`src/rtl/core/talca_pkg.sv`:
```
// Shared types and constants of the binary-lifting lowest-common-ancestor engine.
package talca_pkg;

   localparam int MaxNodesDefault   = 1024;
   localparam int LiftLevelsDefault = 20;
   localparam int LevelW            = 10;
   localparam int NodeFieldW        = 10;
   localparam int CountW            = 11;
   localparam int PathW             = 11;
   localparam int PathMax           = 2046;
   localparam int NodeCountReset    = 1024;

   typedef enum logic [1:0] {
      FUNC_LOAD  = 2'd0,
      FUNC_BUILD = 2'd1,
      FUNC_QUERY = 2'd2,
      FUNC_NOP   = 2'd3
   } func_type;

   typedef enum logic [4:0] {
      ST_IDLE,
      ST_BLD_RD0,
      ST_BLD_RD1,
      ST_BLD_WR,
      ST_Q_LVL,
      ST_Q_LVLW,
      ST_Q_DIFF,
      ST_CLB_RD,
      ST_CLB_WT,
      ST_CLB_STEP,
      ST_Q_CMP,
      ST_BS_MID,
      ST_BS_CMP,
      ST_Q_LVW,
      ST_Q_LVWW,
      ST_Q_DONE
   } state_type;

   typedef enum logic [1:0] {
      C_IDLE,
      C_SCAN,
      C_WAIT,
      C_TAKE
   } climb_state_type;

endpackage

```
`src/rtl/core/talca_climb.sv`:
```
// Shared climb unit: lifts one node by a step count, one table read per set bit.
module talca_climb #(
   parameter int MAX_NODES   = talca_pkg::MaxNodesDefault,
   parameter int LIFT_LEVELS = talca_pkg::LiftLevelsDefault,
   localparam int NW = $clog2(MAX_NODES) + 1,
   localparam int KW = $clog2(LIFT_LEVELS)
) (
   input  logic                   clock,
   input  logic                   reset,
   input  logic                   go,
   input  logic [NW-1:0]          node,
   input  logic [LIFT_LEVELS-1:0] steps,
   output logic [NW-2:0]          rd_node,
   output logic [KW-1:0]          rd_level,
   input  logic [NW-1:0]          rd_data,
   output logic                   done,
   output logic [NW-1:0]          result
);
   localparam logic [NW-1:0] NoneCode = NW'(MAX_NODES);

   talca_pkg::climb_state_type st_ff, st_in;
   logic [NW-1:0]          x_ff, x_in;
   logic [LIFT_LEVELS-1:0] s_ff, s_in;
   logic [KW-1:0]          k_ff, k_in;

   always_ff @(posedge clock) begin
      if (reset) begin
         st_ff <= talca_pkg::C_IDLE;
      end else begin
         st_ff <= st_in;
      end
      x_ff <= x_in;
      s_ff <= s_in;
      k_ff <= k_in;
   end

   always_comb begin
      st_in    = st_ff;
      x_in     = x_ff;
      s_in     = s_ff;
      k_in     = k_ff;
      rd_node  = x_ff[NW-2:0];
      rd_level = k_ff;
      done     = 1'b0;
      result   = x_ff;
      case (st_ff)
         talca_pkg::C_IDLE: begin
            if (go) begin
               x_in  = node;
               s_in  = steps;
               k_in  = KW'(LIFT_LEVELS - 1);
               st_in = talca_pkg::C_SCAN;
            end
         end
         talca_pkg::C_SCAN: begin
            // skip clear bits, and every bit once at none
            if (s_ff[k_ff] && x_ff < NoneCode) begin
               st_in = talca_pkg::C_WAIT;
            end else if (k_ff == '0) begin
               done  = 1'b1;
               st_in = talca_pkg::C_IDLE;
            end else begin
               k_in = k_ff - 1'b1;
            end
         end
         talca_pkg::C_WAIT: begin
            st_in = talca_pkg::C_TAKE;
         end
         talca_pkg::C_TAKE: begin
            x_in = rd_data;
            if (k_ff == '0) begin
               st_in = talca_pkg::C_IDLE;
               done  = 1'b1;
               result = rd_data;
            end else begin
               k_in  = k_ff - 1'b1;
               st_in = talca_pkg::C_SCAN;
            end
         end
         default: st_in = talca_pkg::C_IDLE;
      endcase
   end
endmodule

```
`config.mk`:
```
export PLATFORM = sky130hd
export DESIGN_NAME = talca_climb
export DESIGN_NICKNAME = d
export VERILOG_FILES = /design/src/rtl/core/talca_pkg.sv /design/src/rtl/core/talca_climb.sv
export SDC_FILE = /design/constraint.sdc
export NUM_CORES = 1
export LEC_CHECK = 0
export CORE_MARGIN = 2
export CORE_UTILIZATION = 40
export CTS_CLUSTER_SIZE = 40
export DETAILED_ROUTE_END_ITERATION = 16
export DONT_BUFFER_PORTS = 1
export HOLD_SLACK_MARGIN = 0.03
export SLEW_MARGIN = 20
export SYNTH_ARGS = -nofsm -noshare
export SYNTH_HDL_FRONTEND = slang
export SYNTH_SLANG_ARGS = --single-unit
```
`constraint.sdc`:
```
create_clock -name clock -period 4.3 [get_ports clock]
set_input_delay 1.29 -clock clock [delete_from_list [all_inputs] [get_ports clock]]
set_output_delay 1.29 -clock clock [all_outputs]
set_load 0.005 [all_outputs]
```
# Word level (Yosys, flattened, before mapping)
# Cells that the tools add are included.
[totals] out_inout_bits=27 in_bits=45 ff_bits=38 wordCells=40
[classes] muxes=18 addsub=1 n_eq_ne=6 reduce_logical=9 n_lt_le_gt_ge=2
[ops] operator="two-way mux 11 bit" n=3
[ops] operator="one-hot mux 11 bit (2 select lines)" n=1
[ops] operator="two-way mux 5 bit" n=3
[ops] operator="one-hot mux 5 bit (3 select lines)" n=1
[ops] operator="less-than comparator 11 bit, second input constant" n=1
[ops] operator="one-hot mux 2 bit (4 select lines)" n=1
[ops] operator="less-than comparator 5 x 6 -> 1 bit, second input constant" n=1
[ops] operator="two-way mux 2 bit" n=3
[ops] operator="AND reduction 2 bit" n=3
[ops] operator="binary-select mux 1 bit (select 5 bit)" n=1
[ops] operator="logical NOT 5 bit" n=1
[ops] operator="subtractor 5 x 1 -> 5 bit, second input constant" n=1
[ops] operator="== test 2 bit, second input constant" n=2
[ops] operator="two-way mux 1 bit" n=4
[ops] operator="!= test 2 bit, second input constant" n=2
[ops] operator="!= test 3 bit, second input constant" n=1
[ops] operator="AND reduction 3 bit" n=1
[ops] operator="nonzero test 3 bit" n=1
[ops] operator="== test 2 x 1 -> 1 bit, second input constant" n=1
[ops] operator="logical NOT 2 bit" n=1
[ops] operator="one-hot mux 1 bit (2 select lines)" n=1
[ops] operator="nonzero test 2 bit" n=1
[ops] operator="logical AND 1 bit" n=1

# Longest topological paths before layout
# Gate-level depths: netlist of the first run.
[depth] word_depth=5 mapped_depth=8

# Worst setup path after synthesis of the first run
# No wires, ideal clock.
[synth_timing] kind="flip-flop to output port" start="reg k_ff[0] (netlist: rd_level[0])" end="out result[4]" path_slack_ps=1205 required_ps=3010 arrival_time_ps=1805 path_buffers=2 stages_incl_launch_ff=8 path_cell_list="edfxtp_1 -> buf_6 -> inv_1 -> ha_1 -> nor4b_4 -> nand2_2 -> buf_2 -> mux2_1"
[synth_between] elab_chain_len=3
[synth_lines] element="from (decl)" line="talca_climb.sv:24" rtl="logic [KW-1:0] k_ff, k_in;"
[synth_lines] element="from (signal assigned)" line="talca_climb.sv:34" rtl="k_ff <= k_in;"
[synth_lines] element="logical NOT 5 bit" line="talca_climb.sv:71" rtl="if (k_ff == '0) begin"
[synth_lines] element="two-way mux 11 bit" line="talca_climb.sv:71"
[synth_lines] element="two-way mux 11 bit" line="talca_climb.sv:46" rtl="case (st_ff)"
[synth_lines] element="to (decl)" line="talca_climb.sv:17" rtl="output logic [NW-1:0] result"
# Every way passes these cells.

# Final worst setup path of the first run
# Same ends and word-level chain as after synthesis.

==> Flow_metrics.wiki, run 1 <==
{| class="wikitable"
! Metric !! Value
|-
| Data arrival time of the critical path || 2410 ps
|-
| Req. time, crit path || 3010 ps
|-
| Max Clk Rate || 270 MHz
|-
| Unrepaired setup endpoints after global routing || false
|-
| CP Capture Type || primary output
|-
| Final non-filler cell area || 2100 um2
|-
| Worst setup margin || 603 ps
|-
| Global route total overflow || 0
|-
| Period utilization || 0.860
|-
| Pins Over Slew Limit || 0
|-
| All-layer global routing usage || 0.125
|-
| Clock buffers created by TritonCTS || 5
|-
| Vias in the first global route || 1102
|-
| Floorplan die width || 74.5 um
|-
| Clock edge transition at the registers on the reported setup and hold paths || 80 ps
|-
| Initial standard-cell utilization of the core || 0.418
|-
| Total of flip-flops plus latches after synthesis || 38
|-
| Commonest cells after routing, fill and taps aside || sky130_fd_sc_hd__edfxtp_1, sky130_fd_sc_hd__mux2_2, sky130_fd_sc_hd__nor2_1
|-
| DR pass1 iterations || 4
|-
| Quantity of hold-fixing buffers added after cts || 0
|-
| Sum of negative setup slack || 0 ps
|-
| Leakage component of the power || 0.716 nW
|-
| Most frequent standard cell in the layout excluding fill and tap cells || sky130_fd_sc_hd__edfxtp_1
|-
| WL per Instance || 17.8 um
|-
| HPWL after detailed placement || 2670 um
|-
| P per Cell Area || 567 nW/um2
|-
| CTS H-tree depth || 2
|-
| Count of mapped cells out of synthesis || 137
|-
| Met3 layer usage reported by global route || 0.0610
|-
| First-pass GRT wire length || 5080 um
|-
| Fraction of met1 tracks used by global routing || 0.143
|-
| Clock tree skew after final layout || 3.98 ps
|-
| Final WL || 3480 um
|-
| Relative slew slack || 0.434
|-
| Maximum capacitance violations || 0
|-
| Slew at the pin with the worst max-slew slack || 848 ps
|-
| Dominant register cell in the synthesized netlist || sky130_fd_sc_hd__edfxtp_1
|-
| Ports placed on the boundary || 72
|-
| Worst slack at placement || 874 ps
|-
| Pin count of the biggest net entering global routing || 21
|-
| Register-to-register setup slack || 1950 ps
|-
| Number of antenna violations at the first check in global routing || 0
|-
| Die area || 5540 um2
|-
| Net total in the final layout || 178
|-
| Post-Place Cell Area || 1960 um2
|-
| Number of gates given a new drive strength after cts || 0
|-
| Most used routing layer in global routing || met2
|-
| Remaining routing DRC violations || 0
|-
| Placeable Area || 4750 um2
|-
| Post-CTS setup-driven buffer insertion count || 0
|-
| Synthesized netlist net count || 187
|-
| Startpoint types || flop
|-
| Port buffer count || 0
|-
| Via Count || 1036
|-
| CTS Root Buffer Type || sky130_fd_sc_hd__clkbuf_8
|-
| TritonCTS clock tree || yes
|-
| Number of sinks handled by clock tree synthesis || 38
|-
| Total count of hold-check failures in the final report || 0
|-
| Ratio of cells with drive above 1 in the final layout || 0.302
|-
| Shortest period the worst path allows || 3700 ps
|-
| Yosys synthesis warning count || 0
|-
| Highest fanout seen on the critical path || 12
|-
| Layout overhead on the synthesized area || 5.73%
|-
| Number of nets still failing antenna checks after routing || 0
|-
| Outcome || completed
|-
| Vias per inst || 5.29
|-
| Insertion delay to the later sink of the worst-skew pair || 280 ps
|-
| Path type of the worst min-delay path || flop to flop
|-
| Number of buffers on the longest clock path || 2
|-
| Vertical extent of the die || 74.5 um
|-
| Final weighted congestion in routability-driven placement || 0.884
|-
| Total inserted antenna cells || 0
|-
| Met2 Resource Use GR || 0.199
|-
| Placement Rows || 25
|-
| Worst r2r path cells || 5
|-
| Number of unique standard cell types used by synthesis || 34
|-
| Number of violations reported at the end of detailed-routing iteration 0 || 54
|-
| Number of synthesized flops with an enable pin || 36
|-
| Number of stages on the worst hold path || 2
|-
| Start-to-end type of the worst setup path || flop to primary output
|-
| Total of endpoints with negative setup slack in the final report || 0
|-
| Avg Cell Area, Syn || 14.5 um2
|-
| Sequential cell area fraction in the yosys report || 0.565
|-
| Maximum resistive drop on vdd || 0.298 mV
|-
| Netlist area before placement || 1990 um2
|-
| Post-synth ARST share || 0
|}
routing by layer:
metal	vias up	part of all wire
li1	492	-
met1	500	0.38
met2	42	0.53
met3	2	0.086
met4	0	0.0063
met5	-	0
registers in the layout, summed over array words and instances, names as in the netlist, named ones only:
| name | flops |
|---|---|
| rd_level | 5 |
| s_ff | 20 |
| st_ff | 1 |
| x_ff | 11 |
cell families (layout without fill, tap and decap cells):
family          after synthesis  after routing  share of synthesized area
fa+ha+maj                     5              5                     0.0315
xor+xnor                      3              3                     0.0132
compound gates               15             15                     0.0555
buf+inv                      21             13                     0.0636
flops                        38             38                      0.565
simple gates                 25             25                     0.0731
mux                          30             30                      0.198
area by class of cell:
class | count | area, um2
multi-input cells | 78 | 738
flip-flops and latches | 38 | 1120
well taps | 67 | 83.8
fillers | 453 | 2660
clock buffers | 5 | 68.8
clock inverters | 3 | 68.8
inverters | 5 | 18.8
power breakdown:
part	leakage [nW]	total [mW]	switching [mW]	internal [mW]
sequential	0.356	0.588	0.0814	0.507
clock	0.0683	0.358	0.125	0.232
combinational	0.291	0.246	0.126	0.120
total	0.716	1.19	0.333	0.859
metrics by stage:
step	total power [mW]	std cells	util	hold slack, ps
floorplan	0.813	137	-	547
global placement	0.834	188	0.413	574
detailed placement	0.847	188	0.413	602
CTS	1.21	196	0.442	614
global route	1.26	196	0.442	658
finish	1.19	196	0.442	625
worst paths after layout:
check | end | startpoint
setup / recovery | result[4] | rd_level[0]
setup reg to reg | rd_level[3] | rd_level[0]
hold reg to reg | st_ff[0] | st_ff[0]
hold / removal | st_ff[0] | st_ff[0]
critical path: stages (launching register included):
cell and delay (ps):
sky130_fd_sc_hd__edfxtp_1 590, sky130_fd_sc_hd__inv_1 200, sky130_fd_sc_hd__ha_1 180, sky130_fd_sc_hd__nor4b_4 420, sky130_fd_sc_hd__nand2_2 300, sky130_fd_sc_hd__mux2_1 420
Yosys cell counts, types with 2 or more instances:
cell type / instances / share of area
sky130_fd_sc_hd__a21oi_1: 4 / 0.010
sky130_fd_sc_hd__a31oi_1: 3 / 0.0095
sky130_fd_sc_hd__buf_2: 2 / 0.0050
sky130_fd_sc_hd__buf_4: 10 / 0.038
sky130_fd_sc_hd__clkbuf_1: 3 / 0.0057
sky130_fd_sc_hd__dfxtp_1: 2 / 0.020
sky130_fd_sc_hd__edfxtp_1: 36 / 0.54
sky130_fd_sc_hd__ha_1: 5 / 0.032
sky130_fd_sc_hd__inv_1: 5 / 0.0095
sky130_fd_sc_hd__mux2_2: 25 / 0.14
sky130_fd_sc_hd__mux4_1: 3 / 0.040
sky130_fd_sc_hd__nand2_1: 4 / 0.0076
sky130_fd_sc_hd__nand2b_1: 2 / 0.0063
sky130_fd_sc_hd__nand3_1: 2 / 0.0050
sky130_fd_sc_hd__nor2_1: 6 / 0.011
sky130_fd_sc_hd__nor3_1: 4 / 0.010
sky130_fd_sc_hd__o21ai_0: 2 / 0.0050
sky130_fd_sc_hd__xnor2_1: 3 / 0.013
No activity file was read; power rests on OpenSTA's default activity.
==> run 2, diff against run 1 <==
BUFFER_PORTS_ARGS = -buffer_cell sky130_fd_sc_hd__clkbuf_2   (was default)
DONT_BUFFER_PORTS = default   (was 1)
PLACE_DENSITY = 0.67   (was default)
==> Flow_metrics.wiki, run 2 (synthesized netlist as in run 1, its figures left out) <==
{| class="wikitable"
! Metric !! Value
|-
| Outcome || completed
|-
| Placeable Area || 4750 um2 (unchanged)
|-
| Start-to-end type of the worst setup path || flop to primary output
|-
| Crit-path max cell delay || 570 ps (-20 ps)
|-
| Filler Cell Count || 443 (-2.2%)
|-
| Worst r2r path cells || 5 (unchanged)
|-
| Insertion delay to the later sink of the worst-skew pair || 290 ps (about the same)
|-
| Ratio of cells with drive above 1 in the final layout || 0.552 (+0.250)
|-
| Relative slew slack || 0.416 (-0.0186)
|-
| P per Cell Area || 489 nW/um2 (-14%)
|-
| Hold Path End || st_ff[0]
|-
| Remaining routing DRC violations || 0 (unchanged)
|-
| Net total in the final layout || 250 (+40%)
|-
| Max Clk Rate || 266 MHz (-1.8%)
|-
| Pins Over Slew Limit || 0 (unchanged)
|-
| Req. time, crit path || 3010 ps (about the same)
|-
| Shortest period the worst path allows || 3770 ps (+69.2 ps)
|-
| CTS Root Buffer Type || sky130_fd_sc_hd__clkbuf_8
|-
| Capture instance of the worst register-to-register path || rd_level[4]
|-
| Number of stages on the worst hold path || 2 (unchanged)
|-
| Worst path top cell family by delay || simple AND/OR/NAND/NOR gates
|-
| Highest fanout seen on the critical path || 12 (unchanged)
|-
| Final weighted congestion in routability-driven placement || 0.818 (-7.4%)
|-
| Ports placed on the boundary || 72 (unchanged)
|-
| Cell count after placement || 260 (+38%)
|-
| Min-Delay Startpoint || st_ff[0]
|-
| Share of total power in combinational logic || 0.264 (+0.058)
|-
| Most frequent standard cell in the layout excluding fill and tap cells || sky130_fd_sc_hd__clkbuf_2
|-
| Number of buffers on the longest clock path || 2 (unchanged)
|-
| Placement Rows || 25 (unchanged)
|-
| All-layer global routing usage || 0.139 (+0.0145)
|-
| DR pass1 iterations || 4 (unchanged)
|-
| Clock buffers created by TritonCTS || 5 (unchanged)
|-
| Vertical extent of the die || 74.5 um (unchanged)
|-
| Vias in the first global route || 1218 (+11%)
|-
| Clock tree skew after final layout || 8.74 ps (+4.76 ps)
|-
| Floorplan die width || 74.5 um (unchanged)
|-
| Initial standard-cell utilization of the core || 0.418 (unchanged)
|-
| Die area || 5540 um2 (unchanged)
|-
| Worst R2R Start || rd_level[0]
|-
| Total power || 1.19 mW (+0.13%)
|-
| Maximum capacitance violations || 0 (unchanged)
|-
| Number of sinks handled by clock tree synthesis || 38 (unchanged)
|-
| Switching pwr || 351 uW (+5.5%)
|-
| Layout overhead on the synthesized area || 22.8%
|-
| CP Capture Type || primary output
|-
| Final WL || 3710 um (+6.6%)
|-
| Library cell contributing the largest single delay on the critical path || sky130_fd_sc_hd__edfxtp_1
|-
| Port buffer count || 71 (+71)
|-
| Number of gates given a new drive strength after cts || 0 (unchanged)
|-
| HPWL after detailed placement || 2760 um (+3.1%)
|-
| Number of antenna violations at the first check in global routing || 0 (unchanged)
|-
| Unrepaired setup endpoints after global routing || false
|-
| Total inserted antenna cells || 0 (unchanged)
|-
| Top reg by flops || s_ff
|-
| Via Count || 1278 (+23%)
|-
| Number of violations reported at the end of detailed-routing iteration 0 || 79 (+46%)
|-
| Total of endpoints with negative setup slack in the final report || 0 (unchanged)
|-
| Clock edge transition at the registers on the reported setup and hold paths || 80 ps (about the same)
|-
| Largest register FFs || 20 (unchanged)
|-
| Leakage component of the power || 0.998 nW (+39%)
|-
| Sum of negative setup slack || 0 ps (unchanged)
|-
| Int Power || 842 uW (-1.9%)
|-
| Critical path cell sequence || inv_1, ha_1, nor4b_4, nand2_2, mux2_1, clkbuf_2
|-
| Count of non-filler cells in the finished layout || 268 (+37%)
|-
| Clk network pwr share || 0.251 (-0.049)
|-
| Path type of the worst min-delay path || flop to flop
|-
| Switching fraction of total power || 0.294 (+0.0149)
|-
| Quantity of hold-fixing buffers added after cts || 0 (unchanged)
|-
| Vias per inst || 4.77 (-9.8%)
|-
| Fraction of power consumed by sequential logic || 0.486 (-0.008)
|-
| Slew at the pin with the worst max-slew slack || 876 ps (+27.9 ps)
|-
| Startpoint types || flop
|-
| Pin count of the biggest net entering global routing || 21 (unchanged)
|-
| Total count of hold-check failures in the final report || 0 (unchanged)
|-
| Data arrival time of the critical path || 2480 ps (+70 ps)
|-
| Maximum resistive drop on vdd || 0.272 mV (-8.7%)
|-
| Count of buffering cells on the critical path with inverters included || 2 (+1)
|-
| Commonest cells after routing, fill and taps aside || sky130_fd_sc_hd__clkbuf_2, sky130_fd_sc_hd__edfxtp_1, sky130_fd_sc_hd__mux2_2
|-
| CTS H-tree depth || 2 (unchanged)
|-
| TritonCTS clock tree || yes
|-
| Post-CTS setup-driven buffer insertion count || 0 (unchanged)
|-
| Period utilization || 0.876 (+0.0161)
|-
| WL per Instance || 13.9 um (-22%)
|-
| First-pass GRT wire length || 5710 um (+12%)
|-
| Number of nets still failing antenna checks after routing || 0 (unchanged)
|-
| Register-to-register setup slack || 1920 ps (-30 ps)
|-
| Global route total overflow || 0 (unchanged)
|}
## run 2: stage by stage
stage / utilization / setup WS, ps / area [um2] / hold slack, ps
5_1_grt: 0.513 / 368 / 2440 / 633
2_1_floorplan: - / 1210 / 1990 / 547
3_3_place_gp: 0.489 / 935 / 2320 / 593
6_report: 0.513 / 534 / 2440 / 609
4_1_cts: 0.513 / 527 / 2440 / 598
3_5_place_dp: 0.489 / 854 / 2320 / 580
## run 2: how the worst max path moves through the flow
stage / startpoint / endpoint / slack, ps / cells past startpoint
after global placement: rd_level[0] / result[4] / 940 / 6
after detailed placement: rd_level[0] / result[4] / 850 / 6
final: rd_level[0] / result[4] / 530 / 6
after global routing: rd_level[0] / result[4] / 370 / 6
after floorplan: rd_level[0] / result[4] / 1210 / 7
after CTS: rd_level[0] / result[4] / 530 / 6
## run 2: per-layer routing
metal  wire (um)  vias to the layer above  global-route usage
met5           0                        -                   0
met3         177                        2              0.0366
met2        1820                       33               0.215
met1        1680                      604               0.189
li1            -                      639                   -
met4          33                        0              0.0536
## run 2: worst register-to-register path, cell delays in order, from the launching register on
cell	delay, ps
sky130_fd_sc_hd__edfxtp_1	590
sky130_fd_sc_hd__mux4_1	610
sky130_fd_sc_hd__o22ai_1	130
sky130_fd_sc_hd__a2111o_2	170
sky130_fd_sc_hd__a31oi_1	90
sky130_fd_sc_hd__a21oi_1	420
## run 2: power groups by stage
stage / Combinational [mW] / Sequential [mW] / Clock [mW]
after global placement: 0.316 / 0.586 / 0
after detailed placement: 0.318 / 0.588 / 0
after global routing: 0.355 / 0.589 / 0.325
after floorplan: 0.273 / 0.540 / 0
after CTS: 0.320 / 0.580 / 0.308
final: 0.314 / 0.579 / 0.299
## run 2: layout make-up
class,count,area [um2],area share
Multi-Input combinational cell,78,738,0.303
Sequential cell,38,1120,0.460
Inverter,5,18.8,0.00770
Tap cell,67,83.8,0.0344
Clock buffer,5,68.8,0.0282
Clock inverter,3,45.0,0.0185
Timing Repair Buffer,72,363,0.149
==> run 3, diff against run 2 <==
GPL_TIMING_DRIVEN = 0   (was default)
HOLD_SLACK_MARGIN = 0.15   (was 0.03)
RECOVER_POWER = 25   (was default)
==> Flow_metrics.wiki, run 3 (synthesized netlist as in run 1, its figures left out) <==
{| class="wikitable"
! Metric !! Value
|-
| Utilization after layout || 0.527 (+0.0137)
|-
| All-layer global routing usage || 0.138 (-0.00135)
|-
| Register-to-register setup slack || 2060 ps (+140 ps)
|-
| Worst R2R Start || rd_level[0]
|-
| HPWL after detailed placement || 2800 um (+1.6%)
|-
| Relative slew slack || 0.432 (+0.0158)
|-
| Top reg by flops || s_ff
|-
| Path type of the worst min-delay path || flop to flop
|-
| Pins Over Slew Limit || 0 (unchanged)
|-
| Maximum resistive drop on vdd || 0.188 mV (-31%)
|-
| Unrepaired setup endpoints after global routing || false
|-
| CTS Root Buffer Type || sky130_fd_sc_hd__clkbuf_8
|-
| Ratio of cells with drive above 1 in the final layout || 0.551 (-0.00131)
|-
| Number of sinks handled by clock tree synthesis || 38 (unchanged)
|-
| Startpoint types || flop
|-
| Outcome || completed
|-
| Commonest cells after routing, fill and taps aside || sky130_fd_sc_hd__clkbuf_2, sky130_fd_sc_hd__edfxtp_1, sky130_fd_sc_hd__mux2_2
|-
| Slew at the pin with the worst max-slew slack || 852 ps (-23.7 ps)
|-
| CTS H-tree depth || 2 (unchanged)
|-
| Vertical extent of the die || 74.5 um (unchanged)
|-
| Shortest period the worst path allows || 3720 ps (-47.6 ps)
|-
| Number of buffers on the longest clock path || 2 (unchanged)
|-
| Via Count || 1345 (+5.2%)
|-
| Sum of negative setup slack || 0 ps (unchanged)
|-
| Number of violations reported at the end of detailed-routing iteration 0 || 65 (-18%)
|-
| Clock buffers created by TritonCTS || 5 (unchanged)
|-
| WL per Instance || 13.0 um (-6.1%)
|-
| Leakage component of the power || 1.04 nW (+4.5%)
|-
| TritonCTS clock tree || yes
|-
| Global route total overflow || 0 (unchanged)
|-
| Beginning of the critical path || rd_level[1]
|-
| Pin count of the biggest net entering global routing || 21 (unchanged)
|-
| Clock edge transition at the registers on the reported setup and hold paths || 70 ps (about the same)
|-
| DR pass1 iterations || 4 (unchanged)
|-
| Number of nets still failing antenna checks after routing || 0 (unchanged)
|-
| P per Cell Area || 461 nW/um2 (-5.7%)
|-
| Number of antenna violations at the first check in global routing || 0 (unchanged)
|-
| Capture instance of the worst register-to-register path || rd_level[1]
|-
| Final weighted congestion in routability-driven placement || 0.729 (-11%)
|-
| Total of endpoints with negative setup slack in the final report || 0 (unchanged)
|-
| Port buffer count || 71 (unchanged)
|-
| Total inserted antenna cells || 0 (unchanged)
|-
| Die area || 5540 um2 (unchanged)
|-
| Net total in the final layout || 265 (+6.0%)
|-
| Cell count after placement || 275 (+5.8%)
|-
| Placement Rows || 25 (unchanged)
|-
| Vias in the first global route || 1252 (+2.8%)
|-
| Placeable Area || 4750 um2 (unchanged)
|-
| Vias per inst || 4.75 (-0.34%)
|-
| Largest register FFs || 20 (unchanged)
|-
| Worst r2r path cells || 6 (+1)
|-
| Period utilization || 0.865 (-0.0111)
|-
| Floorplan die width || 74.5 um (unchanged)
|-
| Quantity of hold-fixing buffers added after cts || 0 (unchanged)
|-
| Count of non-filler cells in the finished layout || 283 (+5.6%)
|-
| Data arrival time of the critical path || 2430 ps (-50 ps)
|-
| Req. time, crit path || 3010 ps (about the same)
|-
| Max Clk Rate || 269 MHz (+1.3%)
|-
| CP Capture Type || primary output
|-
| Insertion delay to the later sink of the worst-skew pair || 280 ps (about the same)
|-
| Remaining routing DRC violations || 0 (unchanged)
|-
| Final WL || 3680 um (-0.84%)
|-
| Start-to-end type of the worst setup path || flop to primary output
|-
| Maximum capacitance violations || 0 (unchanged)
|-
| Layout overhead on the synthesized area || 26.1%
|-
| Highest fanout seen on the critical path || 10 (-2)
|-
| Initial standard-cell utilization of the core || 0.418 (unchanged)
|-
| Capture point of the critical path || result[4]
|-
| First-pass GRT wire length || 5760 um (+0.96%)
|-
| Total power || 1.15 mW (-3.2%)
|-
| Post-CTS setup-driven buffer insertion count || 0 (unchanged)
|-
| Total count of hold-check failures in the final report || 0 (unchanged)
|-
| Number of gates given a new drive strength after cts || 0 (unchanged)
|-
| Ports placed on the boundary || 72 (unchanged)
|-
| Clock tree skew after final layout || 4.20 ps (-4.55 ps)
|-
| Most frequent standard cell in the layout excluding fill and tap cells || sky130_fd_sc_hd__clkbuf_2
|}
## run 3: how the worst min path moves through the flow
stage	start	to	slack (ps)	cells after the start
2_1_floorplan	st_ff[0]	st_ff[0]	550	2
3_3_place_gp	st_ff[0]	st_ff[0]	600	2
3_5_place_dp	st_ff[0]	st_ff[0]	600	2
4_1_cts	st_ff[0]	st_ff[0]	610	2
5_1_grt	st_ff[0]	st_ff[0]	650	2
6_report	st_ff[0]	st_ff[0]	610	2
## run 3: final cells by class
| type | count | area [um2] |
|---|---|---|
| plain buffers | 16 | 108 |
| clock buffers | 6 | 72.6 |
| clock inverters | 2 | 8.76 |
| flip-flops and latches | 38 | 1120 |
| inverters | 5 | 18.8 |
| multi-input cells | 78 | 738 |
| repair buffers | 71 | 353 |
| well taps | 67 | 83.8 |
| fillers | 443 | 2250 |
## run 3: critical path, stage by stage (launching register included)
cell and delay, ps:
sky130_fd_sc_hd__edfxtp_1 490, sky130_fd_sc_hd__inv_1 170, sky130_fd_sc_hd__ha_1 190, sky130_fd_sc_hd__nor4b_4 480, sky130_fd_sc_hd__nand2_2 140, sky130_fd_sc_hd__buf_2 240, sky130_fd_sc_hd__mux2_1 330, sky130_fd_sc_hd__clkbuf_2 110
## run 3: per-stage QoR
stage | setup WS (ps) | hold WS, ps | instance area, um2
global route | 378 | 653 | 2500
floorplan | 1210 | 547 | 1990
global placement | 893 | 597 | 2420
detailed placement | 877 | 601 | 2420
CTS | 561 | 610 | 2510
finish | 581 | 609 | 2500
## run 3: per-layer routing
layer / up-vias / GRT usage / share of wire
met5: - / 0 / 0
met4: 0 / 0.0536 / 0.012
met3: 4 / 0.0244 / 0.044
met2: 40 / 0.212 / 0.50
met1: 637 / 0.196 / 0.44
li1: 664 / - / -
## run 3: where the power goes
group	total (mW)	internal [mW]	switching [mW]	leakage [nW]
Sequential	0.542	0.505	0.0366	0.356
Combinational	0.385	0.193	0.191	0.644
Clock	0.228	0.111	0.117	0.0426
